[config.mk]
export PLATFORM = sky130hd
export DESIGN_NAME = eqrmap_coord
export DESIGN_NICKNAME = d
export VERILOG_FILES = /design/src/rtl/equirect_env_map_bilinear_lookup_top_assert.svh /design/src/rtl/eqrmap_pkg.sv /design/src/rtl/eqrmap_coord.sv
export SDC_FILE = /design/constraint.sdc
export NUM_CORES = 2
export LEC_CHECK = 0
export BUFFER_PORTS_ARGS = -buffer_cell sky130_fd_sc_hd__buf_4
export CORE_MARGIN = 1
export CORE_UTILIZATION = 30
export CTS_CLUSTER_DIAMETER = 100
export DETAILED_ROUTE_END_ITERATION = 12
export PLACE_DENSITY = 0.51
export SLEW_MARGIN = 20
export SYNTH_ARGS = -nofsm -noshare
export SYNTH_HDL_FRONTEND = slang
export SYNTH_SLANG_ARGS = --single-unit
[constraint.sdc]
create_clock -name clock -period 7.4 [get_ports clock]
set_input_delay 1.11 -clock clock [delete_from_list [all_inputs] [get_ports clock]]
set_output_delay 1.11 -clock clock [all_outputs]
set_load 0.02 [all_outputs]
[src/rtl/equirect_env_map_bilinear_lookup_top_assert.svh]
// ----------------------------------------------------------------------------
// Assertion helpers for the environment map lookup
// Shared property forms, sampled on clock and held off while reset is high.
// ----------------------------------------------------------------------------
`ifndef EQUIRECT_ENV_MAP_BILINEAR_LOOKUP_TOP_ASSERT_SVH
`define EQUIRECT_ENV_MAP_BILINEAR_LOOKUP_TOP_ASSERT_SVH

// when ante holds, cons must hold in the same cycle
`define EQRMAP_ASSERT_IMPLY(label, ante, cons, msg) \
   label: assert property (@(posedge clock) disable iff (reset) (ante) |-> (cons)) \
      else $error(msg);

// cond must never hold
`define EQRMAP_ASSERT_NEVER(label, cond, msg) \
   label: assert property (@(posedge clock) disable iff (reset) !(cond)) \
      else $error(msg);

`endif

[src/rtl/eqrmap_pkg.sv]
// ----------------------------------------------------------------------------
// eqrmap_pkg
// Types, constants and the arctangent table of the environment map lookup.
// ----------------------------------------------------------------------------
`timescale 1ns / 1ps
`default_nettype none

package eqrmap_pkg;

   localparam int CORDIC_STEPS = 16;
   localparam int STEP_W       = 5;
   localparam int FRAC_BITS    = 8;
   localparam int ADDR_W       = 17;
   localparam int MAX_TEXELS   = 1 << ADDR_W;
   localparam int IDX_W        = 20;
   localparam int BASE_W       = 19;
   localparam int VEC_W        = 40;
   localparam int ANG_W        = 32;
   localparam int WIDTH_W      = 10;
   localparam int HEIGHT_W     = 9;
   localparam int CSR_IDX_W    = 1;
   localparam int CSR_DATA_W   = 10;
   localparam int TEXEL_W      = 24;
   localparam int COLOUR_W     = 16;

   localparam logic [CSR_IDX_W-1:0] CSR_MAP_WIDTH  = 1'b0;
   localparam logic [CSR_IDX_W-1:0] CSR_MAP_HEIGHT = 1'b1;

   localparam logic FUNC_WRITE  = 1'b0;
   localparam logic FUNC_LOOKUP = 1'b1;

   localparam logic [ANG_W-1:0] HALF_TURN    = 32'h8000_0000;
   localparam logic [ANG_W-1:0] QUARTER_TURN = 32'h4000_0000;
   localparam logic [16:0]      GAIN_Q16     = 17'd107922;

   localparam logic [WIDTH_W-1:0]  WIDTH_RESET  = 10'd512;
   localparam logic [HEIGHT_W-1:0] HEIGHT_RESET = 9'd256;

   typedef struct packed {
      logic                      valid;
      logic                      func;
      logic [ADDR_W-1:0]         widx;
      logic [TEXEL_W-1:0]        wdata;
   } carry_type;

   typedef struct packed {
      carry_type                 tag;
      logic                      zero;
      logic                      zpos;
      logic                      zneg;
      logic signed [VEC_W-1:0]   a;
      logic signed [VEC_W-1:0]   b;
      logic signed [VEC_W-1:0]   zb;
      logic [ANG_W-1:0]          ang;
      logic [ANG_W-1:0]          lon;
   } lane_type;

   typedef struct packed {
      carry_type                 tag;
      logic [BASE_W-1:0]         base0;
      logic [BASE_W-1:0]         base1;
      logic [WIDTH_W-1:0]        col;
      logic [WIDTH_W-1:0]        col1;
      logic [FRAC_BITS-1:0]      sx;
      logic [FRAC_BITS-1:0]      sy;
   } fetch_type;

   function automatic logic [ANG_W-1:0] atan_lut(input logic [STEP_W-1:0] s);
      logic [ANG_W-1:0] r;
      case (s)
         5'd0:    r = 32'd536870912;
         5'd1:    r = 32'd316933406;
         5'd2:    r = 32'd167458907;
         5'd3:    r = 32'd85004756;
         5'd4:    r = 32'd42667331;
         5'd5:    r = 32'd21354465;
         5'd6:    r = 32'd10679838;
         5'd7:    r = 32'd5340245;
         5'd8:    r = 32'd2670163;
         5'd9:    r = 32'd1335087;
         5'd10:   r = 32'd667544;
         5'd11:   r = 32'd333772;
         5'd12:   r = 32'd166886;
         5'd13:   r = 32'd83443;
         5'd14:   r = 32'd41722;
         5'd15:   r = 32'd20861;
         5'd16:   r = 32'd10430;
         5'd17:   r = 32'd5215;
         5'd18:   r = 32'd2608;
         5'd19:   r = 32'd1304;
         5'd20:   r = 32'd652;
         5'd21:   r = 32'd326;
         5'd22:   r = 32'd163;
         5'd23:   r = 32'd81;
         default: r = '0;
      endcase
      return r;
   endfunction

endpackage

`default_nettype wire

[src/rtl/eqrmap_coord.sv]
// ----------------------------------------------------------------------------
// eqrmap_coord
// Angles to texel column, row, weights and row base addresses.
// ----------------------------------------------------------------------------
`timescale 1ns / 1ps
`default_nettype none

module eqrmap_coord (
   input  logic                              clock,
   input  logic                              reset,
   input  logic [eqrmap_pkg::WIDTH_W-1:0]    map_width,
   input  logic [eqrmap_pkg::HEIGHT_W-1:0]   map_height,
   input  eqrmap_pkg::lane_type              up_lane,
   output eqrmap_pkg::fetch_type             fetch
);
   import eqrmap_pkg::*;

   // angle stage
   carry_type               c1_ff;
   logic [ANG_W-1:0]        u_ff;
   logic [ANG_W-1:0]        v_ff;
   logic [ANG_W-1:0]        u_in;
   logic [ANG_W-1:0]        v_in;
   logic signed [ANG_W+1:0] psi;
   logic signed [ANG_W+1:0] vfull;

   // scale stage
   carry_type               c2_ff;
   logic [ANG_W+WIDTH_W-1:0]  prod_x;
   logic [ANG_W+HEIGHT_W-1:0] prod_y;
   logic [WIDTH_W-1:0]      col2_ff;
   logic [HEIGHT_W-1:0]     rowr2_ff;
   logic [FRAC_BITS-1:0]    sx2_ff;
   logic [FRAC_BITS-1:0]    sy2_ff;

   // wrap stage
   carry_type               c3_ff;
   logic [WIDTH_W-1:0]      col3_ff;
   logic [WIDTH_W-1:0]      col13_ff;
   logic [HEIGHT_W-1:0]     row3_ff;
   logic [HEIGHT_W-1:0]     row13_ff;
   logic [FRAC_BITS-1:0]    sx3_ff;
   logic [FRAC_BITS-1:0]    sy3_ff;
   logic [HEIGHT_W-1:0]     row_in;
   logic [HEIGHT_W:0]       row_inc;
   logic [WIDTH_W:0]        col_inc;

   fetch_type               fetch_ff;

   always_comb begin
      if (up_lane.zero) begin
         u_in = HALF_TURN;
         if (up_lane.zpos) begin
            psi = $signed({2'b00, QUARTER_TURN});
         end else if (up_lane.zneg) begin
            psi = -$signed({2'b00, QUARTER_TURN});
         end else begin
            psi = '0;
         end
      end else begin
         u_in = up_lane.lon;
         psi  = (ANG_W+2)'($signed(up_lane.ang));
      end
      vfull = $signed({2'b00, QUARTER_TURN}) - psi;
      // clamp past the poles
      if (vfull[ANG_W+1]) begin
         v_in = '0;
      end else if (vfull > $signed({2'b00, HALF_TURN})) begin
         v_in = HALF_TURN;
      end else begin
         v_in = vfull[ANG_W-1:0];
      end
   end

   assign prod_x = u_ff * map_width;
   assign prod_y = v_ff * map_height;

   always_comb begin
      row_in  = (rowr2_ff == map_height) ? '0 : rowr2_ff;
      row_inc = {1'b0, row_in} + 1'b1;
      col_inc = {1'b0, col2_ff} + 1'b1;
   end

   always_ff @(posedge clock) begin
      u_ff     <= u_in;
      v_ff     <= v_in;

      col2_ff  <= prod_x[ANG_W +: WIDTH_W];
      sx2_ff   <= prod_x[ANG_W-1 -: FRAC_BITS];
      rowr2_ff <= prod_y[ANG_W-1 +: HEIGHT_W];
      sy2_ff   <= prod_y[ANG_W-2 -: FRAC_BITS];

      col3_ff  <= col2_ff;
      col13_ff <= (col_inc == {1'b0, map_width}) ? '0 : col_inc[WIDTH_W-1:0];
      row3_ff  <= row_in;
      row13_ff <= (row_inc == {1'b0, map_height}) ? '0 : row_inc[HEIGHT_W-1:0];
      sx3_ff   <= sx2_ff;
      sy3_ff   <= sy2_ff;

      fetch_ff.base0 <= row3_ff * map_width;
      fetch_ff.base1 <= row13_ff * map_width;
      fetch_ff.col   <= col3_ff;
      fetch_ff.col1  <= col13_ff;
      fetch_ff.sx    <= sx3_ff;
      fetch_ff.sy    <= sy3_ff;

      if (reset) begin
         c1_ff.valid        <= 1'b0;
         c2_ff.valid        <= 1'b0;
         c3_ff.valid        <= 1'b0;
         fetch_ff.tag.valid <= 1'b0;
      end else begin
         c1_ff        <= up_lane.tag;
         c2_ff        <= c1_ff;
         c3_ff        <= c2_ff;
         fetch_ff.tag <= c3_ff;
      end
   end

   assign fetch = fetch_ff;

endmodule

`default_nettype wire

==> out/qor.txt <==
status -> finished, final reports clean
CTS sink cnt -> 399
crit end category -> flip-flop
met3 routed wirelength -> 4.04 mm
RSZ-0062 raised after global routing -> no
Critical Path Source Type -> input pin
crit-path max FO -> 40
final max-slew violation count -> 0
fill count -> 11972
Final Cycle Share -> 87.3%
initial antenna violation count -> 1
Synth area leaders -> fa_1, edfxtp_1, dfxtp_1
highest routed layer -> met4
total of max-cap violations -> 0
Leakage -> 18.6 nW
first-pass GRT wire length -> 134 mm
final hold vios -> 0
Synth Instances -> 3466
Max rail drop VDD -> 447 uV
Yosys cell types -> 87
Worst Path Arrival -> 6990 ps
GRT Total Usage -> 14.2%
area taken by multi-input logic gates -> 22600 um2
ys flop type -> dfxtp_1
PwrDens -> 384 nW/um2
CTS Buf Count -> 50
sequential cell area -> 9670 um2
area share of the largest cell type after synthesis -> 31.8%
Post-Syn Area -> 35300 um2
Critical Path RT -> 7930 ps
DR vias/cell -> 4.47
Vias -> 23145
Synth area leader -> fa_1
number of H-tree levels -> 2
Port Buffer Count -> 247
EDFF count, synth -> 168
Rel. slew slack -> 37.1%
root buffer cell -> clkbuf_16
M1 WL -> 37.7 mm
Slew @ Worst Pin -> 936 ps
core footprint -> 116000 um2
IO Pins -> 368
largest net degree at the start of global routing -> 96
# setup viols final -> 0
average routed wire per standard cell -> 16.0 um
Row Count -> 125
DR pass1 iterations -> 6
CTS Buffer Depth -> 3
Worst Hold Class -> flip-flop to flip-flop
WS Path Type -> input pin to flip-flop
placed cell areas -> 38500 um2
clock-pin slew on the worst setup and hold paths -> 60 ps
die height -> 345 um
initial drt markers -> 1007
DP Worst Slack -> 356 ps
Worst-Skew Late Latency -> 660 ps
syn_nets -> 4489
Initial Util -> 30.3%
ratio of cells with drive above 1 in the final layout -> 11.2%
DR DRC count -> 0
Seq/Total Area, Yosys -> 27.4%
synthesis-stage register bit count -> 399
n_diodes -> 0
fmax -> 155 MHz
detailed route wirelength on metal2 -> 38.8 mm
routed wire length -> 82.5 mm
setup_tns -> 0 ps
yosys warns -> 0
Die X -> 345 um
setup bufs post-CTS -> 0
Setup Skew -> 57.4 ps
CTS tree -> yes
Period minus WS final -> 6460 ps
P&R area growth vs syn -> 13.9%
hold bufs inserted after CTS -> 0
post-route ant nets -> 0
final instance area -> 40200 um2
GPL Wtd Cong -> 0.823
Syn Area/Cell -> 10.2 um2
post_cts resized -> 0
vias in the first global route -> 24428
post-DP HPWL -> 63.1 mm
GRT Residual Overflow -> 0
Die Footprint -> 119000 um2
ys async rst share -> 0%
Layout Nets -> 4631
Final Worst Setup Slack -> 938 ps
==> final cells by class <==
type	instances	share of cell area, %
Multi-Input combinational cell	2301	56.3
Sequential cell	399	24.1
Inverter	584	5.47
Timing Repair Buffer	272	5.08
Tap cell	1524	4.74
Clock buffer	56	3.19
Clock inverter	37	1.12
==> registers in the layout (all words and copies together) (netlist names), 10 cells and up <==
signal,count
v_ff,32
fetch,117
c2_ff,43
u_ff,32
col3_ff,10
col2_ff,10
c3_ff,43
col13_ff,10
c1_ff,43
==> cells in the final DEF, fill, tap and decap left out, types with 10 or more instances in the layout <==
| master | count |
|---|---|
| inv_1 | 583 |
| fa_1 | 560 |
| nand2_1 | 470 |
| and2_1 | 381 |
| buf_4 | 272 |
| dfxtp_1 | 231 |
| ha_1 | 212 |
| edfxtp_1 | 168 |
| xnor2_1 | 80 |
| nor2_1 | 74 |
| a21oi_1 | 66 |
| o21ai_0 | 55 |
| nor2b_1 | 54 |
| clkbuf_16 | 50 |
| xor2_1 | 38 |
| a21o_1 | 30 |
| nand3_1 | 29 |
| nor3_1 | 23 |
| nand4_1 | 18 |
| and3_1 | 18 |
| a31oi_1 | 13 |
| a211oi_1 | 12 |
| nor2_2 | 11 |
| nor3_2 | 11 |
| or3_1 | 10 |
==> where the power goes <==
part | total [W] | switching [W] | internal, W
combinational | 0.00952 | 0.00555 | 0.00397
sequential | 0.00341 | 0.000443 | 0.00296
clock | 0.00252 | 0.00106 | 0.00146
total | 0.0154 | 0.00706 | 0.00839
==> cell usage after synthesis, drive strengths merged, types with 30 or more instances <==
library cell,count
o21ai,57
xor2,38
and2,381
nand2,472
inv,584
clkbuf,115
nor3,36
a21oi,67
dfxtp,231
ha,212
fa,560
edfxtp,168
xnor2,80
buf,67
nor2,85
nor2b,54
a21o,30
==> final timing paths <==
check	endpoint	start	cells after the start	slack, ps
hold reg to reg	sx3_ff[4]$_DFF_P_	sx2_ff[4]$_DFF_P_	0	320
hold / removal	sx3_ff[4]$_DFF_P_	sx2_ff[4]$_DFF_P_	0	320
setup reg to reg	col2_ff[8]$_DFF_P_	u_ff[21]$_SDFF_PP0_	20	1170
setup / recovery	col2_ff[8]$_DFF_P_	map_width[6]	20	940
==> per-layer routing <==
metal,GRT usage (%),vias up
met3,2.44,90
li1,-,10955
met1,19.2,11645
met5,0,-
met2,23.5,455
met4,3.87,0
==> logic make-up (layout without fill, tap and decap cells) <==
logic type | Yosys count | after routing | synth area share, %
AND/OR/NAND/NOR | 1152 | 1152 | 17.0
XOR/XNOR | 118 | 118 | 2.93
multiplexers | 7 | 7 | 0.202
buffers and inverters | 766 | 949 | 8.39
AO/OA/AOI/OAI | 252 | 252 | 4.75
flip-flops | 399 | 399 | 27.4
adder cells (fa/ha/maj) | 772 | 772 | 39.3
==> worst max-delay path: stages <==
cell,delay [ps]
buf_4,440
and2_1,240
fa_1,410
fa_1,490
fa_1,530
fa_1,560
inv_1,60
fa_1,530
inv_1,40
ha_1,280
o21a_1,180
o211a_1,210
a32oi_1,290
o2111ai_1,360
nand2_1,250
o311ai_0,170
buf_4,170
a221o_1,330
a21oi_1,180
xnor2_1,130
==> through the flow <==
step / hold WS [ps] / cells / util, % / power, W
floorplan: 310 / 3466 / - / 0.0101
CTS: 323 / 5173 / 34.5 / 0.0157
detailed placement: 312 / 5080 / 33.1 / 0.0131
global route: 328 / 5173 / 34.5 / 0.0172
global placement: 310 / 5080 / 33.1 / 0.0131
finish: 318 / 5173 / 34.5 / 0.0154
(Power assumes the default switching activity.)
